[config.mk]
export PLATFORM = sky130hd
export DESIGN_NAME = salc_update
export DESIGN_NICKNAME = d
export VERILOG_FILES = /design/src/salc_pkg.sv /design/src/salc_update.sv
export SDC_FILE = /design/constraint.sdc
export NUM_CORES = 1
export LEC_CHECK = 0
export ABC_CLOCK_PERIOD_IN_PS = 14100
export BUFFER_PORTS_ARGS = -buffer_cell sky130_fd_sc_hd__buf_2
export CORE_AREA = 2 2 446 448
export DETAILED_ROUTE_END_ITERATION = 10
export DIE_AREA = 0 0 448 450
export PLACE_DENSITY_LB_ADDON = 0.12
export SLEW_MARGIN = 20
export SYNTH_ARGS = -nofsm -noshare
export SYNTH_HDL_FRONTEND = slang
export SYNTH_SLANG_ARGS = --single-unit
[constraint.sdc]
create_clock -name vclk -period 14.1
set_input_delay 1.41 -clock vclk [all_inputs]
set_output_delay 1.41 -clock vclk [all_outputs]
set_load 0.05 [all_outputs]
[src/salc_pkg.sv]
// ----------------------------------------------------------------------------
// salc_pkg
// Constants, types and codes shared by the cache model modules.
// ----------------------------------------------------------------------------
`default_nettype none

package salc_pkg;

    localparam int MAX_SET_BITS = 6;
    localparam int MAX_WAYS     = 8;

    localparam int SETS      = 1 << MAX_SET_BITS;
    localparam int SET_IDX_W = (MAX_SET_BITS > 0) ? MAX_SET_BITS : 1;
    localparam int WAY_W     = (MAX_WAYS > 1) ? $clog2(MAX_WAYS) : 1;
    localparam int NW_W      = $clog2(MAX_WAYS + 1);
    localparam int RANK_W    = (MAX_WAYS > 1) ? $clog2(MAX_WAYS) : 1;
    localparam int TAG_W     = 64;
    localparam int CNT_W     = 32;

    localparam logic [1:0] OP_LOAD   = 2'd0;
    localparam logic [1:0] OP_STORE  = 2'd1;
    localparam logic [1:0] OP_MODIFY = 2'd2;
    localparam logic [1:0] OP_NONE   = 2'd3;

    localparam logic [1:0] CFG_SET_BITS   = 2'd0;
    localparam logic [1:0] CFG_BLOCK_BITS = 2'd1;
    localparam logic [1:0] CFG_WAYS       = 2'd2;

    typedef struct packed {
        logic              valid;
        logic [RANK_W-1:0] rank;
        logic [TAG_W-1:0]  tag;
    } line_t;

    typedef line_t [MAX_WAYS-1:0] row_t;

    localparam int ROW_W = $bits(row_t);

    typedef struct packed {
        logic hit;
        logic evict;
    } access_t;

endpackage

`default_nettype wire

[src/salc_update.sv]
// ----------------------------------------------------------------------------
// salc_update
// Tag compare across the ways of one set, victim choice and recency update.
// ----------------------------------------------------------------------------
`default_nettype none

module salc_update (
    input  wire logic                                row_ok,
    input  wire salc_pkg::row_t                      row_in,
    input  wire logic [salc_pkg::TAG_W-1:0]          tag,
    input  wire logic [salc_pkg::NW_W-1:0]           nw,
    output salc_pkg::row_t                           row_out,
    output salc_pkg::access_t                        result
);

    logic [salc_pkg::MAX_WAYS-1:0] in_way;
    logic [salc_pkg::MAX_WAYS-1:0] vld;
    logic [salc_pkg::MAX_WAYS-1:0] hitv;
    logic [salc_pkg::RANK_W-1:0]   rank [salc_pkg::MAX_WAYS];
    logic                          hit;
    logic                          found;
    logic [salc_pkg::WAY_W-1:0]    hit_way;
    logic [salc_pkg::WAY_W-1:0]    free_way;
    logic [salc_pkg::WAY_W-1:0]    lru_way;
    logic [salc_pkg::WAY_W-1:0]    target;
    logic [salc_pkg::RANK_W-1:0]   hit_rank;
    logic [salc_pkg::RANK_W-1:0]   lru_rank;
    logic [salc_pkg::RANK_W:0]     r_eff;

    always_comb
    begin
        hit      = 1'b0;
        hit_way  = '0;
        hit_rank = '0;
        for (int w = 0; w < salc_pkg::MAX_WAYS; w++)
        begin
            in_way[w] = (salc_pkg::NW_W'(w) < nw);
            vld[w]    = row_ok && row_in[w].valid && in_way[w];
            rank[w]   = row_ok ? row_in[w].rank : '0;
            hitv[w]   = vld[w] && (row_in[w].tag == tag);
            if (hitv[w])
            begin
                hit      = 1'b1;
                hit_way  = salc_pkg::WAY_W'(w);
                hit_rank = rank[w];
            end
        end
    end

    always_comb
    begin
        found    = 1'b0;
        free_way = '0;
        for (int w = salc_pkg::MAX_WAYS - 1; w >= 0; w--)
        begin
            if (in_way[w] && !vld[w])
            begin
                found    = 1'b1;
                free_way = salc_pkg::WAY_W'(w);
            end
        end
    end

    always_comb
    begin
        lru_way  = '0;
        lru_rank = rank[0];
        for (int w = 1; w < salc_pkg::MAX_WAYS; w++)
        begin
            if (in_way[w] && (rank[w] > lru_rank))
            begin
                lru_way  = salc_pkg::WAY_W'(w);
                lru_rank = rank[w];
            end
        end
    end

    always_comb
    begin
        if (hit)
        begin
            target = hit_way;
            r_eff  = {1'b0, hit_rank};
        end
        else if (found)
        begin
            target = free_way;
            r_eff  = {1'b1, {salc_pkg::RANK_W{1'b0}}};
        end
        else
        begin
            target = lru_way;
            r_eff  = {1'b0, lru_rank};
        end

        for (int w = 0; w < salc_pkg::MAX_WAYS; w++)
        begin
            row_out[w].valid = row_ok && row_in[w].valid;
            row_out[w].rank  = rank[w];
            row_out[w].tag   = row_in[w].tag;
            if (salc_pkg::WAY_W'(w) == target)
            begin
                row_out[w].valid = 1'b1;
                row_out[w].rank  = '0;
                row_out[w].tag   = tag;
            end
            else if (vld[w] && ({1'b0, rank[w]} < r_eff))
            begin
                row_out[w].rank = rank[w] + 1'b1;
            end
        end

        result.hit   = hit;
        result.evict = !hit && !found;
    end

endmodule

`default_nettype wire

======== After elaboration in Yosys (flattened, before gate mapping) ========
Cells that the tools add are included.
storage, ports and cells
  output and inout bits ................... 546
  register bits ........................... 0
  input bits .............................. 613
  logic and storage cells ................. 202
operators by class
  $lt $le $gt $ge ......................... 23
  reductions and logical operators ........ 59
  add/sub/neg operators ................... 8
  equal/unequal tests ..................... 15
  muxes and demuxes ....................... 97
operators by type and width
  kind                   count
  $eq A64 B64 Y1         8
  $mux W64               8
  $mux W3                61
  $logic_and A1 B1 Y1    48
  $lt A3 B4 Y1           8
  $mux W1                26
  $add A3 B1 Y3 const B  8
  $gt A3 B3 Y1           7
  $lt A3 B4 Y1 const A   4
  $eq A3 B3 Y1 const A   4
  $logic_not A1 Y1       10
  $lt A1 B4 Y1 const A   2
  $lt A2 B4 Y1 const A   2
  $mux W4                2
  $eq A2 B3 Y1 const A   2
  $eq A1 B3 Y1 const A   1
  $logic_not A3 Y1       1

======== Longest topological paths before layout ========
Gate-level depths: netlist of run 1.
  depth after elaboration ................. 28
  gate-level depth with buffers ........... 63
  mapped depth without buffers ............ 57

======== Worst setup path before layout of run 1 ========
Ideal clock, no wire load.
  path type ............................... input-to-output
  start ................................... input port row_ok
  end ..................................... output port row_out[472] in the netlist's numbering
  data required time ...................... 12.690 ns
  slack ................................... -0.596 ns
  stages .................................. 53
  buffers on the path ..................... 5
  arrival time ............................ 13.286 ns
  cell sequence ........................... buf_2 -> buf_2 -> buf_2 -> clkbuf_1 -> and2_1 -> clkbuf_1 -> inv_1 -> ha_1 -> nor2_1 -> o22ai_1 -> a211oi_1 -> mux2_2 -> ha_1 -> o2bb2ai_1 -> o2111ai_1 -> and3b_1 -> o21ai_0 -> nand2_1 -> [... 17 more ...] -> ha_1 -> a31oi_1 -> o221ai_1 -> or2_2 -> o31ai_1 -> ha_1 -> nor2b_1 -> o21a_1 -> o211ai_1 -> nand3_1 -> nor2_1 -> a21o_1 -> nand2b_1 -> inv_1 -> ha_1 -> a2111oi_0 -> nor3_2 -> a311oi_1
RTL lines
  item         line               text
  from (decl)  salc_update.sv:8   input wire logic row_ok,
  to (decl)    salc_update.sv:12  output salc_pkg::row_t row_out,

==> results.yml, run 1 <==
outcome:
  outcome: "completed"
setup_path:
  critPathLaunchType: "primary input"
  crit_slowest_cell: "mux2_1"
  crit_family: "compound AO/OA/AOI/OAI gates"
  crit_top_cell: "ha_1"
  cpPeakStageDelay_ns: 0.48
  crit_fanout: 28
  critPathCaptureType: "output pin"
  cp_num_buf_inv: 6
  worstSetupPathType: "primary input to output pin"
  crit_arrival_ns: 11.97
  worstPathRequired_ns: 12.69
sta:
  fin_crit_ns: 13.38
  finalSetupViolations: 0
  hold_slack_ns: 3.23
  drv_slew: 0
  post-route-period-util: 0.949
  finalHoldViolations: 0
  max_freq_mhz: 74.7
  relSlewSlack: 0.195
  tightest_slew_ns: 1.20
yosys:
  syn_inst: 2258
  yosys_warnings: 0
  ys_seq_area_frac: 0
  syn_nets: 2896
  netlist_area_um2: 16800
  synthDistinctLibCells: 96
  syn-mean-instance-area_um2: 7.45
final_layout:
  layout.nets: 4005
  area_growth_pct: 72.9
  ff_latch_area_um2: 0
  design_area_um2: 29100
  clock_buffers: 0
  layout_commonest_cell: "buf_2"
  seq_cell_count: 0
  most-common-layout-cells: "1017 x buf_2, 303 x nand2_1, 303 x mux2_2, 275 x xnor2_1, 242 x xor2_1"
  drive_above_1_share: 0.509
placed_design:
  place_area_um2: 28400
  port_buffers: 1159
  hpwl_um: 207000
  place_congestion: 0.935
detailed_routing:
  wl_per_cell_um: 40.2
  drtAntennaViolNets: 0
  firstDrtPassIters: 5
  num_vias: 24846
  via_per_inst: 4.10
  wl_um: 244000
  post-route-drc-count: 0
  drt-initial-drc-count: 2232
pwr:
  power_w: 0.00163
  vdd_drop_max_uv: 38.5
  power_density_nw_per_um2: 56.2
  p_leak_nw: 12.0
flow_run:
  max-cap-violations: 0
floorplan:
  die_y_um: 450
  fp.coreArea_um2: 197000
  start_util: 0.0855
  die_x_um: 448
  io_pins: 1159
  num_rows: 163
  die_area_um2: 202000
global_routing:
  grt_max_degree: 67
  overflow: 0
  antenna_found_initial: 92
  track_usage: 0.228
  grt_pass1_vias: 24634
  grt_pass1_wl_um: 295000
worst_hold_path:
  hold_path.class: "primary input to output pin"
clock_network:
  cts_hold_buf: 0
-- per-layer routing --
layer	GRT usage	share of wire	wire length [µm]
met1	0.283	0.41	99000
met2	0.387	0.48	117000
met3	0.0489	0.074	18000
met4	0.0757	0.039	9470
met5	0	0.00062	151
-- final timing paths --
check,start,endpoint,slack [ns],cells after the start
worst min-delay path,row_in[111],row_out[111],3.23,4
worst max-delay path,row_ok,row_out[437],0.72,55
-- what timing repair did --
item	4_1_cts	5_1_grt
resized for setup	0	44
setup buffers	0	21
endpoints found under the hold margin	0	0
setup endpoints to repair	0	544
-- stage by stage --
stage	instances	worst slack [ns]	utilization	TNS, ns
floorplan	2258	-0.244	-	-1.24
global placement	5980	-0.298	0.145	-23.03
detailed placement	5980	0.0398	0.145	0
CTS	5980	0.00631	0.145	0
global route	6041	-0.0172	0.148	-0.0400
finish	6060	0.718	0.148	0
-- cell type report --
type                       instances  area, µm²
antenna                           55        138
fill                           23041     168000
inverter                          29        113
multi-input combinational       2006      16000
tap                             2640       3300
timing repair buffer            1330       9500
-- cell families after synthesis --
logic type,Yosys count,synth area share
xor+xnor,517,0.269
fa+ha+maj,27,0.0198
simple gates,831,0.259
buf+inv,253,0.0691
compound gates,183,0.0837
mux,447,0.299
-- worst min-delay path: cells and delay by family --
| kind | cells | cell delay (ns) |
|---|---|---|
| and+or+nand+nor | 2 | 0.09 |
| buffers and inverters | 2 | 0.32 |
-- cell usage after synthesis (all sizes together), types with 5 or more instances --
| cell | number | share of area |
|---|---|---|
| and4 | 6 | 0.0031 |
| a2111oi | 9 | 0.0067 |
| mux2 | 442 | 0.30 |
| nor2b | 5 | 0.0019 |
| buf | 132 | 0.042 |
| a31oi | 7 | 0.0026 |
| and3b | 5 | 0.0026 |
| or4 | 20 | 0.0094 |
| or2 | 7 | 0.0026 |
| nand3 | 50 | 0.015 |
| o2111ai | 6 | 0.0031 |
| nor3 | 32 | 0.011 |
| nor2 | 74 | 0.017 |
| o31ai | 5 | 0.0022 |
| nand2b | 11 | 0.0041 |
| and3 | 11 | 0.0041 |
| nand4 | 121 | 0.045 |
| inv | 26 | 0.0058 |
| o21a | 7 | 0.0031 |
| a211oi | 7 | 0.0034 |
| nand4b | 10 | 0.0052 |
| nor4 | 123 | 0.046 |
| a31o | 5 | 0.0026 |
| nor3b | 5 | 0.0022 |
| o22ai | 10 | 0.0041 |
| mux2i | 5 | 0.0030 |
| nor4b | 6 | 0.0031 |
| xor2 | 242 | 0.13 |
| o21ai | 34 | 0.010 |
| a21o | 5 | 0.0022 |
| xnor2 | 275 | 0.14 |
| a21oi | 21 | 0.0069 |
| and2 | 11 | 0.0041 |
| or3 | 13 | 0.0048 |
| clkbuf | 92 | 0.021 |
| nand2 | 303 | 0.068 |
| o211ai | 13 | 0.0058 |
| ha | 25 | 0.019 |
-- report_power, final --
group / internal [W] / total (W) / switching (W)
sequential: 0 / 0 / 0
clock: 0.000000000102 / 0.000000000102 / 0
combinational: 0.000486 / 0.00163 / 0.00115
total: 0.000486 / 0.00163 / 0.00115
Power figures use the tool's default switching activity.
==> run 2, diff against run 1 <==
==> constraint.sdc (replaced) <==
create_clock -name vclk -period 14.1
set_input_delay 2.115 -clock vclk [all_inputs]
set_output_delay 2.115 -clock vclk [all_outputs]
set_load 0.05 [all_outputs]
==> results.yml, run 2 (synthesis results as in run 1) <==
detailed_routing:
  wl_per_cell_um: 40.9
  firstDrtPassIters: 5
  drt-initial-drc-count: 1981
  num_vias: 25265
  wl_um: 253000
  via_per_inst: 4.09
  post-route-drc-count: 0
  drtAntennaViolNets: 0
floorplan:
  start_util: 0.0855
  die_y_um: 450
  die_x_um: 448
  fp.coreArea_um2: 197000
  num_rows: 163
  io_pins: 1159
  die_area_um2: 202000
flow_run:
  max-cap-violations: 0
final_layout:
  multi_input_area_um2: 16700
  ff_latch_area_um2: 0
  layout.nets: 4116
  drive_above_1_share: 0.550
  fin_util: 0.165
  most-common-layout-cells: "896 x buf_2, 283 x mux2_2, 278 x nand2_1, 274 x xnor2_1, 241 x xor2_1"
  seq_cell_count: 0
  stdcell_count: 6177
  fillers: 22722
  layout_commonest_cell: "buf_2"
  clock_buffers: 0
  area_growth_pct: 92.6
worst_hold_path:
  whs_path_depth: 4
  hold_path.class: "primary input to output pin"
  hp-start: "row_in[81]"
  min_to: "row_out[81]"
setup_path:
  worstPathRequired_ns: 11.98
  critPathLaunchType: "primary input"
  critPathCaptureType: "output pin"
  crit_arrival_ns: 11.99
  crit_fanout: 19
  crit_top_cell: "ha_4"
  worstSetupPathType: "primary input to output pin"
  crit_slowest_cell: "mux2_1"
  cpPeakStageDelay_ns: 0.45
placed_design:
  dp_cells: 6060
  dp_slack_ns: 0.0356
  place_congestion: 0.938
  port_buffers: 1159
  hpwl_um: 215000
pwr:
  p_leak_nw: 13.5
  power_w: 0.00179
  vdd_drop_max_uv: 32.1
  power_density_nw_per_um2: 55.1
outcome:
  violations: "setup timing"
  outcome: "finished with violations"
sta:
  finalHoldViolations: 0
  post-route-period-util: 1.00
  fin_ws_ns: -0.00608
  relSlewSlack: 0.219
  finalSetupViolations: 1
  tns_ns: -0.00608
  tightest_slew_ns: 1.16
  fin_crit_ns: 14.11
  max_freq_mhz: 70.9
  rsz0062_at_grt: "true"
  drv_slew: 0
global_routing:
  overflow: 0
  track_usage: 0.235
  grt_pass1_wl_um: 302000
  grt_max_degree: 40
  grt_pass1_vias: 24809
  antenna_found_initial: 106
## run 2: per-stage QoR
step | instance area (µm²) | hold slack, ns
finish | 32400 | 4.60
floorplan | 17200 | 4.53
detailed placement | 29900 | 4.62
global route | 32300 | 4.62
CTS | 29900 | 4.63
global placement | 29900 | 4.62
## run 2: how the worst max path moves through the flow
stage / from / to / slack (ns)
after floorplan: row_ok / row_out[473] / -0.008
after global placement: row_ok / row_out[536] / -0.04
after detailed placement: row_ok / row_out[404] / 0.04
after CTS: row_ok / row_out[404] / 0.03
after global routing: row_ok / row_out[501] / -0.51
final: row_ok / row_out[441] / -0.006
## run 2: layout make-up
class                           count  share of cell area
Tap cell                         2640               0.102
Timing Repair Buffer             1442               0.373
Antenna cell                       61             0.00471
Multi-Input combinational cell   2005               0.517
Inverter                           29             0.00367
## run 2: per-layer routing
layer  vias up  share of wire  track usage
met5         -        0.00046            0
li1      10672              -            -
met3       304          0.068       0.0471
met1     12887           0.42        0.296
met2      1384           0.47        0.399
met4        18          0.039       0.0700
## run 2: power breakdown
part	internal, W	leakage (nW)	total (W)	switching (W)
Clock	0.0000000000868	0.000392	0.0000000000872	0
Combinational	0.000588	13.5	0.00179	0.00120
Sequential	0	0	0	0
Total	0.000588	13.5	0.00179	0.00120
## run 2: timing repair
item	in CTS	in global routing
hold endpoints to repair	0	0
endpoints found under the setup margin	0	543
gates resized for setup	0	521
setup buffers	0	36
hold buffers	0	0
## run 2: worst max-delay path: cells and delay by family
| kind | cells | cell delay (ns) |
|---|---|---|
| buffers and inverters | 7 | 1.00 |
| AO/OA/AOI/OAI | 24 | 4.00 |
| adder cells (fa/ha/maj) | 9 | 2.38 |
| AND/OR/NAND/NOR | 15 | 1.63 |
| multiplexers | 2 | 0.80 |
==> run 3, diff against run 2 <==
--- a/config.mk
+++ b/config.mk
@@ -5,11 +5,13 @@
 export SDC_FILE = /design/constraint.sdc
 export NUM_CORES = 1
 export LEC_CHECK = 0
-export ABC_CLOCK_PERIOD_IN_PS = 14100
+export ABC_CLOCK_PERIOD_IN_PS = 12400
 export BUFFER_PORTS_ARGS = -buffer_cell sky130_fd_sc_hd__buf_2
-export CORE_AREA = 2 2 446 448
+export CELL_PAD_IN_SITES_DETAIL_PLACEMENT = 1
+export CELL_PAD_IN_SITES_GLOBAL_PLACEMENT = 2
+export CORE_AREA = 2 2 455 457
 export DETAILED_ROUTE_END_ITERATION = 10
-export DIE_AREA = 0 0 448 450
+export DIE_AREA = 0 0 457 459
 export PLACE_DENSITY_LB_ADDON = 0.12
 export SLEW_MARGIN = 20
 export SYNTH_ARGS = -nofsm -noshare
==> constraint.sdc (replaced) <==
create_clock -name vclk -period 12.4
set_input_delay 1.86 -clock vclk [all_inputs]
set_output_delay 1.86 -clock vclk [all_outputs]
set_load 0.05 [all_outputs]
==> results.yml, run 3 (synthesis results as in run 1) <==
outcome:
  outcome: "finished with violations"
  violations: "setup timing"
final_layout:
  layout.nets: 4212
  design_area_um2: 37600
  fillers: 24047
  most-common-layout-cells: "765 x buf_2, 311 x mux2_4, 273 x buf_4, 272 x xnor2_1, 241 x xor2_1"
  drive_above_1_share: 0.638
  clock_buffers: 0
  area_growth_pct: 124
  seq_cell_count: 0
  layout_commonest_cell: "buf_2"
  ff_latch_area_um2: 0
sta:
  hold_slack_ns: 4.11
  relSlewSlack: 0.123
  fin_ws_ns: -0.971
  finalSetupViolations: 544
  rsz0062_at_grt: "true"
  fin_crit_ns: 13.37
  drv_slew: 0
  tns_ns: -465.11
  finalHoldViolations: 0
  tightest_slew_ns: 1.31
  post-route-period-util: 1.08
  max_freq_mhz: 74.8
setup_path:
  worstSetupPathType: "primary input to output pin"
  critPathLaunchType: "primary input"
  crit_slowest_cell: "or3_4"
  crit_top_cell: "ha_4"
  crit_arrival_ns: 11.51
  worstPathRequired_ns: 10.54
  cpPeakStageDelay_ns: 0.41
  crit_fanout: 8
  critPathCaptureType: "output pin"
global_routing:
  antenna_found_initial: 155
  track_usage: 0.242
  grt_pass1_wl_um: 325000
  overflow: 0
  grt_max_degree: 40
  grt_pass1_vias: 26222
detailed_routing:
  drtAntennaViolNets: 0
  wl_per_cell_um: 42.7
  drt-initial-drc-count: 1281
  wl_um: 270000
  via_per_inst: 3.97
  met2_wirelength_um: 129000
  met3_wirelength_um: 14700
  routed.top_layer: "met5"
  firstDrtPassIters: 5
  m1WireLength_um: 121000
  post-route-drc-count: 0
  num_vias: 25141
floorplan:
  io_pins: 1159
  fp.coreArea_um2: 206000
  die_x_um: 457
  num_rows: 167
  die_y_um: 459
  start_util: 0.0818
  die_area_um2: 210000
placed_design:
  place_area_um2: 33700
  dp_slack_ns: -1.24
  place_congestion: 0.860
  hpwl_um: 234000
  port_buffers: 1159
worst_hold_path:
  hold_path.class: "primary input to output pin"
  whs_path_depth: 3
  hp-start: "row_in[514]"
  min_to: "row_out[514]"
clock_network:
  cts_hold_buf: 0
flow_run:
  max-cap-violations: 0
-- run 3: per-layer routing --
| metal | global-route usage | vias to the layer above |
|---|---|---|
| li1 | - | 10864 |
| met1 | 0.315 | 12918 |
| met2 | 0.420 | 1027 |
| met3 | 0.0512 | 260 |
| met4 | 0.0281 | 72 |
| met5 | 0 | - |
-- run 3: layout make-up --
| class | count | area [µm²] | share of cell area |
|---|---|---|---|
| multi-input combinational | 2005 | 20000 | 0.531 |
| timing repair buffer | 1538 | 14000 | 0.373 |
| tap | 2704 | 3380 | 0.0899 |
| antenna | 50 | 125 | 0.00332 |
| inverter | 29 | 119 | 0.00316 |
-- run 3: what timing repair did --
| item | in CTS | in global routing |
|---|---|---|
| setup endpoints to repair | 544 | 544 |
| cloned | 5 | 21 |
| pin swaps | 23 | 80 |
| buffers inserted | 32 | 38 |
| resized for setup | 314 | 533 |
-- run 3: critical path: cells and delay by family --
family / cells / cell delay (ns)
and+or+nand+nor: 18 / 2.41
buffers and inverters: 4 / 0.61
muxes: 1 / 0.35
adders and majority gates: 9 / 2.39
AOI/OAI and AO/OA: 25 / 3.88
-- run 3: worst max-delay path by stage --
| stage | cells past startpoint | endpoint | from |
|---|---|---|---|
| final | 57 | row_out[474] | row_ok |
| after global placement | 57 | row_out[338] | row_ok |
| after detailed placement | 54 | row_out[65] | row_ok |
| after floorplan | 58 | row_out[473] | row_ok |
| after CTS | 56 | row_out[250] | row_ok |
| after global routing | 57 | row_out[474] | row_ok |
-- run 3: through the flow --
stage                util  cells
floorplan               -   2258
global placement    0.164   6181
detailed placement  0.164   6181
CTS                 0.171   6218
global route        0.183   6300
finish              0.183   6326
